File: src/sv/sil_pkg.sv
`timescale 1ns / 1ps
// ----------------------------------------------------------------------------
// sil_pkg
// Shared types and codes for the sorted integer list.
// ----------------------------------------------------------------------------
package sil_pkg;

    localparam int RES_W = 9;

    typedef enum logic [1:0] {
        OP_FIND   = 2'd0,
        OP_INSERT = 2'd1,
        OP_REMOVE = 2'd2
    } op_t;

    typedef enum logic [1:0] {
        ST_OK      = 2'd0,
        ST_FULL    = 2'd1,
        ST_BAD_POS = 2'd2
    } status_t;

    // Broadcast from the top level to every cell
    typedef struct packed {
        logic             ins;
        logic             rem;
        logic [RES_W-1:0] rem_pos;
    } cell_ctrl_t;

endpackage

File: src/sv/sil_cell.sv
`timescale 1ns / 1ps
// ----------------------------------------------------------------------------
// sil_cell
// One slot of the list: holds an entry and its valid bit, compares the entry
// against the request value and shifts up or down with its neighbors.
// ----------------------------------------------------------------------------
module sil_cell
    import sil_pkg::*;
#(
    parameter int INDEX       = 0,
    parameter int VALUE_WIDTH = 16
)
(
    input  logic                   clk,
    input  logic                   rst_n,
    input  cell_ctrl_t             ctrl,
    input  logic [VALUE_WIDTH-1:0] v,
    input  logic                   prev_t,
    input  logic                   prev_valid,
    input  logic [VALUE_WIDTH-1:0] prev_entry,
    input  logic                   next_valid,
    input  logic [VALUE_WIDTH-1:0] next_entry,
    output logic                   t,
    output logic                   valid,
    output logic [VALUE_WIDTH-1:0] entry
);

    logic [VALUE_WIDTH-1:0] entry_reg;
    logic [VALUE_WIDTH-1:0] entry_next;
    logic                   valid_reg;
    logic                   valid_next;
    logic                   at_or_above_pos;

    assign t               = valid_reg && (entry_reg <= v);
    assign at_or_above_pos = RES_W'(INDEX) >= ctrl.rem_pos;

    always_comb
    begin
        entry_next = entry_reg;
        valid_next = valid_reg;
        if (ctrl.ins)
        begin
            valid_next = prev_valid;
            if (!t)
            begin
                // first cell past the not-greater prefix takes the value
                entry_next = prev_t ? v : prev_entry;
            end
        end
        else if (ctrl.rem && at_or_above_pos)
        begin
            entry_next = next_entry;
            valid_next = next_valid;
        end
    end

    always_ff @(posedge clk or negedge rst_n)
    begin
        if (!rst_n)
        begin
            entry_reg <= '0;
            valid_reg <= 1'b0;
        end
        else
        begin
            entry_reg <= entry_next;
            valid_reg <= valid_next;
        end
    end

    assign valid = valid_reg;
    assign entry = entry_reg;

endmodule

File: src/sv/sil_pos_enc.sv
`timescale 1ns / 1ps
// ----------------------------------------------------------------------------
// sil_pos_enc
// Turns the prefix mask of entries not greater than the value into the
// insertion position (length of the prefix).
// ----------------------------------------------------------------------------
module sil_pos_enc
    import sil_pkg::*;
#(
    parameter int DEPTH = 16
)
(
    input  logic [DEPTH-1:0]               therm,
    output logic [$clog2(DEPTH+1)-1:0]     pos
);

    localparam int CW = $clog2(DEPTH + 1);

    logic [DEPTH-1:0] edge_hit;

    // mark the last set cell of the prefix
    always_comb
    begin
        for (int i = 0; i < DEPTH - 1; i++)
        begin
            edge_hit[i] = therm[i] && !therm[i+1];
        end
        edge_hit[DEPTH-1] = therm[DEPTH-1];
    end

    always_comb
    begin
        pos = '0;
        for (int i = 0; i < DEPTH; i++)
        begin
            pos = pos | (edge_hit[i] ? CW'(i + 1) : CW'(0));
        end
    end

endmodule

File: src/sv/sorted_integer_list_top.sv
`timescale 1ns / 1ps
// ----------------------------------------------------------------------------
// sorted_integer_list_top
// Fixed-capacity list of unsigned integers kept in non-decreasing order.
// ----------------------------------------------------------------------------
// Usage:
//   A request is taken on a clock edge where start is high and busy is low.
//   op selects find, insert or remove; value is used by find and insert,
//   position by remove. Every request returns exactly one result.
//   The result shows on found_position, entry_count and status for one
//   cycle with done high, in the cycle after the request is taken.
//   busy stays low: a new request can be taken every cycle, since each
//   cell compares combinationally and shifts on the edge that takes it.
//   Throughput is 1 request per cycle; the critical path
//   is the compare in each cell plus the position encoder.
//   Insert on a full list reports status full; remove at a position not
//   below the count reports a bad position; neither changes the list.
//   Reset clears every cell and the count; the list starts empty.
//   The receiver cannot hold results off; it must sample on done.
// ----------------------------------------------------------------------------
module sorted_integer_list_top
    import sil_pkg::*;
#(
    parameter int DEPTH       = 16,
    parameter int VALUE_WIDTH = 16
)
(
    input  logic             clk,
    input  logic             rst_n,
    input  logic             start,
    output logic             busy,
    input  logic [1:0]       op,
    input  logic [15:0]      value,
    input  logic [7:0]       position,
    output logic             done,
    output logic [RES_W-1:0] found_position,
    output logic [RES_W-1:0] entry_count,
    output logic [1:0]       status
);

    localparam int CW = $clog2(DEPTH + 1);

    logic                   accept;
    logic [31:0]            value_ext;
    logic [VALUE_WIDTH-1:0] v;
    logic [DEPTH-1:0]       t_vec;
    logic [DEPTH-1:0]       valid_vec;
    logic [VALUE_WIDTH-1:0] entry_vec [DEPTH];
    logic [CW-1:0]          ins_pos;
    logic                   full;
    logic                   pos_ok;
    cell_ctrl_t             ctrl;

    logic [CW-1:0]          count_reg;
    logic [CW-1:0]          count_next;
    logic                   done_reg;
    logic [RES_W-1:0]       found_reg;
    logic [RES_W-1:0]       found_next;
    status_t                status_reg;
    status_t                status_next;

    assign busy      = 1'b0;
    assign accept    = start && !busy;
    assign value_ext = {16'b0, value};
    assign v         = value_ext[VALUE_WIDTH-1:0];

    assign full   = count_reg == CW'(DEPTH);
    assign pos_ok = {1'b0, position} < RES_W'(count_reg);

    always_comb
    begin
        ctrl.ins     = accept && (op == OP_INSERT) && !full;
        ctrl.rem     = accept && (op == OP_REMOVE) && pos_ok;
        ctrl.rem_pos = {1'b0, position};
    end

    genvar gi;
    generate
        for (gi = 0; gi < DEPTH; gi++)
        begin : g_cell
            logic                   p_t;
            logic                   p_valid;
            logic [VALUE_WIDTH-1:0] p_entry;
            logic                   n_valid;
            logic [VALUE_WIDTH-1:0] n_entry;

            if (gi == 0)
            begin : g_head
                // the head sees an always-true neighbor below it
                assign p_t     = 1'b1;
                assign p_valid = 1'b1;
                assign p_entry = '0;
            end
            else
            begin : g_body
                assign p_t     = t_vec[gi-1];
                assign p_valid = valid_vec[gi-1];
                assign p_entry = entry_vec[gi-1];
            end

            if (gi == DEPTH - 1)
            begin : g_tail
                assign n_valid = 1'b0;
                assign n_entry = '0;
            end
            else
            begin : g_mid
                assign n_valid = valid_vec[gi+1];
                assign n_entry = entry_vec[gi+1];
            end

            sil_cell #(
                .INDEX       (gi),
                .VALUE_WIDTH (VALUE_WIDTH)
            ) u_cell (
                .clk        (clk),
                .rst_n      (rst_n),
                .ctrl       (ctrl),
                .v          (v),
                .prev_t     (p_t),
                .prev_valid (p_valid),
                .prev_entry (p_entry),
                .next_valid (n_valid),
                .next_entry (n_entry),
                .t          (t_vec[gi]),
                .valid      (valid_vec[gi]),
                .entry      (entry_vec[gi])
            );
        end
    endgenerate

    sil_pos_enc #(
        .DEPTH (DEPTH)
    ) u_pos_enc (
        .therm (t_vec),
        .pos   (ins_pos)
    );

    always_comb
    begin
        count_next  = count_reg;
        found_next  = RES_W'(ins_pos);
        status_next = ST_OK;
        if (accept)
        begin
            if (op == OP_REMOVE)
            begin
                found_next = {1'b0, position};
                if (pos_ok)
                begin
                    count_next = count_reg - CW'(1);
                end
                else
                begin
                    status_next = ST_BAD_POS;
                end
            end
            else if (op == OP_INSERT)
            begin
                if (full)
                begin
                    status_next = ST_FULL;
                end
                else
                begin
                    count_next = count_reg + CW'(1);
                end
            end
        end
    end

    always_ff @(posedge clk or negedge rst_n)
    begin
        if (!rst_n)
        begin
            count_reg <= '0;
            done_reg  <= 1'b0;
        end
        else
        begin
            count_reg <= count_next;
            done_reg  <= accept;
        end
    end

    always_ff @(posedge clk)
    begin
        if (accept)
        begin
            found_reg  <= found_next;
            status_reg <= status_next;
        end
    end

    assign done           = done_reg;
    assign found_position = found_reg;
    assign entry_count    = RES_W'(count_reg);
    assign status         = status_reg;

    // the number of set valid bits matches the entry count
    a_valid_matches_count : assert property (@(posedge clk) disable iff (!rst_n)
        $countones(valid_vec) == 32'(count_reg))
        else $error("valid bits disagree with entry count");

    a_insert_grows : assert property (@(posedge clk) disable iff (!rst_n)
        (accept && op == OP_INSERT && !full) |=> (count_reg == $past(count_reg) + CW'(1)))
        else $error("insert did not grow the list");

    a_full_status : assert property (@(posedge clk) disable iff (!rst_n)
        (done && status == ST_FULL) |-> (count_reg == CW'(DEPTH)))
        else $error("full reported on a list with room");

    a_remove_pos : assert property (@(posedge clk) disable iff (!rst_n)
        (done && status == ST_BAD_POS) |-> (found_position >= RES_W'(count_reg)))
        else $error("bad position reported for a valid position");

endmodule
File: config.mk
export PLATFORM = sky130hd
export DESIGN_NAME = sorted_integer_list_top
export DESIGN_NICKNAME = d
export VERILOG_FILES = /design/src/sv/sil_pkg.sv /design/src/sv/sil_cell.sv /design/src/sv/sil_pos_enc.sv /design/src/sv/sorted_integer_list_top.sv
export SDC_FILE = /design/constraint.sdc
export NUM_CORES = 1
export LEC_CHECK = 0
export ABC_AREA = 1
export BUFFER_PORTS_ARGS = -buffer_cell sky130_fd_sc_hd__buf_2
export CELL_PAD_IN_SITES_DETAIL_PLACEMENT = 0
export CELL_PAD_IN_SITES_GLOBAL_PLACEMENT = 1
export CORE_MARGIN = 2
export CORE_UTILIZATION = 45
export CTS_BUF_LIST = sky130_fd_sc_hd__clkbuf_8 sky130_fd_sc_hd__clkbuf_16
export CTS_CLUSTER_SIZE = 12
export DETAILED_ROUTE_END_ITERATION = 10
export GPL_TIMING_DRIVEN = 0
export PLACE_DENSITY_LB_ADDON = 0.12
export RECOVER_POWER = 25
export SLEW_MARGIN = 20
export SYNTH_ARGS = -nofsm -noshare
export SYNTH_HDL_FRONTEND = slang
export SYNTH_HIERARCHICAL = 1
export SYNTH_SLANG_ARGS = --single-unit
File: constraint.sdc
create_clock -name clk -period 4.44 [get_ports clk]
set_input_delay 0.888 -clock clk [delete_from_list [all_inputs] [get_ports clk]]
set_output_delay 0.888 -clock clk [all_outputs]
set_load 0.05 [all_outputs]
==> results.json <==
{
  "power_frac_clock_pct": 20.2,
  "crit_buf_inv": 5,
  "whs_ps": 503,
  "rsz0062_at_grt": "no",
  "timing.rr.start": "g_cell[7].u_cell/entry[14]",
  "cpMostUsedCell": "nand2_1",
  "ys_top_cells_by_area": "dfrtp_1 (28%), nand2_1 (19%), ha_1 (13%), nand3_1 (5.9%), inv_1 (5.9%)",
  "fin_crit_sh_pct": 91.5,
  "hold_viol_final": 0,
  "met2_usage_pct": 46.4,
  "fin_skew_ps": 28.3,
  "holdCritStartpoint": "g_cell[0].u_cell/entry[4]",
  "cts_tree": "yes",
  "yosysUniqueCellTypes": 44,
  "fmax_mhz": 246,
  "drt_iter0_drc": 1715,
  "p_per_area_nw_per_um2": 609,
  "io_pins": 51,
  "synth-seq-cells": 288,
  "largest_reg_flops": 256,
  "grt_pass1_vias": 23200,
  "yosysTopAreaCell": "dfrtp_1",
  "drive_gt1_share_pct": 8.62,
  "yosysTopAreaCellShare_pct": 27.8,
  "vias": 24400,
  "startpoint": "value[7]",
  "cts_resized": 0,
  "grt_pass1_wl_um": 130000,
  "crit_path_max_fanout": 32,
  "cts_setup_buffers": 0,
  "slew_violations": 131,
  "synth_simple_gate_area_share_pct": 35.3,
  "place_congestion": 0.834,
  "placed_cells": 4595,
  "startpoint_type": "input port",
  "slowest_delay_ps": 800,
  "peakVddDrop_mv": 0.313,
  "vias_per_cell": 5.22,
  "crit_path_cell_trace": "buf_2 -> inv_1 -> ha_1 -> a21o_1 -> nor2_1 -> nand2_1 -> nand2_1 -> nand2_1 -> a21boi_0 -> clkbuf_1 -> inv_1 -> buf_2 -> nand2_1 -> a31oi_1 -> nand3_1 -> nand2_1",
  "muxShareOfSynthArea_pct": 0.0449,
  "io_buffer_count": 44,
  "finalSetupViolations": 0,
  "synth-seq-area-share_pct": 29.0,
  "min_delay_path_depth": 2,
  "crit_arrival_ps": 4510,
  "worst_pin_slew_ps": 2010,
  "yosys.area_share.adder_pct": 13.2,
  "busiest_layer": "met2",
  "fp.dieH_um": 240,
  "wl_um": 81100,
  "combPwrFrac_pct": 46.6,
  "critPathTopFamily": "buffers and inverters",
  "status": "finished, violations left",
  "die-area_sq_um": 57600,
  "power.internal_mw": 8.83,
  "die_w_um": 240,
  "multi_input_comb_area_sq_um": 15500,
  "finalCriticalPeriod_ps": 4060,
  "numCtsBuffers": 40,
  "grt_use_total_pct": 28.4,
  "cts_hold_buf": 0,
  "clockBufferDepth": 3,
  "wl_per_cell_um": 17.4,
  "clkSlewWorstSetupHoldPaths_ps": 60,
  "row_count": 86,
  "final_cell_mix": "nand2_1 (1269), inv_1 (400), nor2_1 (359)",
  "antenna_left": 0,
  "grt-ovfl-total": 0,
  "cp.depth": 16,
  "power_mw": 17.0,
  "hpwl_um": 58800,
  "clock-sinks": 288,
  "synth_edf_count": 10,
  "maxCapViolations": 2,
  "synth_top_family_by_area": "simple AND/OR/NAND/NOR gates",
  "core_sq_um": 55100,
  "insertion_delay_ps": 580,
  "nNetsFinal": 4183,
  "drc": 0,
  "final_common_cell": "nand2_1",
  "initial_core_util_pct": 45.5,
  "synth-async-reset-ratio_pct": 96.5,
  "violations": "capacitance limit, slew limit",
  "htreeDepth": 2,
  "use_met3_pct": 3.92,
  "n_antenna_cell": 0,
  "grtUsageMet1_pct": 39.4,
  "worstPathRequired_ps": 4890,
  "ff2ff_setup_slack_ps": 1150,
  "syn_avg_cell_area_sq_um": 6.70,
  "hold_class": "reg2reg",
  "synthCells": 3738,
  "utilization_pct": 50.6,
  "antenna_found_initial": 0,
  "crit_path_end_kind": "register",
  "seq_area_sq_um": 7260,
  "max_slew_margin_pct": -34.0,
  "stdcell_count": 4668,
  "synth_compound_area_share_pct": 12.2,
  "synth-main-ff-cell": "dfrtp_1",
  "synth_xor_area_share_pct": 0.140,
  "yosysWarnings": 6,
  "worst-setup-path-type": "in2reg",
  "cts_root_buf": "clkbuf_16",
  "seqPwrFrac_pct": 33.2,
  "swShare_pct": 48.0,
  "grt_max_degree": 89,
  "area_delta_synth_final_pct": 11.3,
  "netlist_area_sq_um": 25100,
  "p_leak_nw": 15.1,
  "ff2ff_path_depth": 12,
  "num-fill-cells": 5742,
  "p_sw_mw": 8.16,
  "slowest_stage": "buf_2",
  "first_pass_iters": 5
}
metrics by stage:
step	instance area (sq um)	setup TNS (ps)	setup slack (ps)
3_3_place_gp	26400	-973820	-3520
2_1_floorplan	25300	0	1400
4_1_cts	27900	0	405
6_report	27900	0	377
5_1_grt	27900	0	210
3_5_place_dp	26500	-8510	-214
synth_stat cells (2+ instances only):
master and n:
a31o_2 10, buf_2 58, a21o_1 16, nand2_1 1269, a21oi_1 112, nand3_4 16, nor2_1 360, o21ai_0 210
buf_1 16, nand4_1 20, nand2_4 18, dfrtp_1 278, nand3_2 2, a21boi_0 6, inv_1 392, o21ai_1 12
buf_4 40, clkinv_1 6, xor2_1 2, nand3_1 297, conb_1 2, buf_8 15, xnor2_1 2, clkbuf_1 36
o211ai_1 10, nor4_1 19, edfxtp_1 10, ha_1 263, inv_2 3, nand2_2 42, nor3_2 16, a31oi_1 167
nor2_2 2
tightest hold or removal path, delay by kind of cell, from the launching register on:
family | cells | cell delay (ps)
simple gates | 2 | 110
flops | 1 | 370
cells by family after synthesis:
| group | Yosys count |
|---|---|
| compound gates | 545 |
| xor+xnor | 4 |
| fa+ha+maj | 264 |
| buf+inv | 567 |
| flops | 288 |
| mux | 1 |
| other cells | 2 |
| simple gates | 2067 |
final timing paths:
| check | end |
|---|---|
| max in group asynchronous | g_cell[1].u_cell/entry[6] |
| worst min register to register | g_cell[0].u_cell/entry[4] |
| worst min-delay path | g_cell[0].u_cell/entry[4] |
| worst max register to register | g_cell[8].u_cell/entry[4] |
| min in group asynchronous | g_cell[9].u_cell/entry[6] |
| worst max-delay path | g_cell[8].u_cell/entry[4] |
area by class of cell:
| class | count | area share, % |
|---|---|---|
| Multi-Input combinational cell | 2945 | 55.6 |
| Sequential cell | 288 | 26.0 |
| Inverter | 401 | 5.40 |
| Clock buffer | 55 | 4.41 |
| Buffer | 166 | 3.66 |
| Tap cell | 748 | 3.36 |
| Timing Repair Buffer | 48 | 1.01 |
| Clock inverter | 17 | 0.588 |
routing by layer:
| layer | vias to the layer above | wire length, um |
|---|---|---|
| met5 | - | 0 |
| met4 | 0 | 1710 |
| met3 | 112 | 3840 |
| met2 | 502 | 37200 |
| met1 | 11300 | 38300 |
| li1 | 12400 | - |
power by group through the flow:
stage | sequential (mW) | clock [mW] | combinational, mW
after floorplan | 4.99 | 0 | 5.91
after global placement | 5.69 | 0 | 7.75
after detailed placement | 5.69 | 0 | 7.86
after CTS | 5.66 | 3.51 | 7.90
after global routing | 5.81 | 3.61 | 9.20
final | 5.63 | 3.43 | 7.92
(Power assumes the default switching activity.)
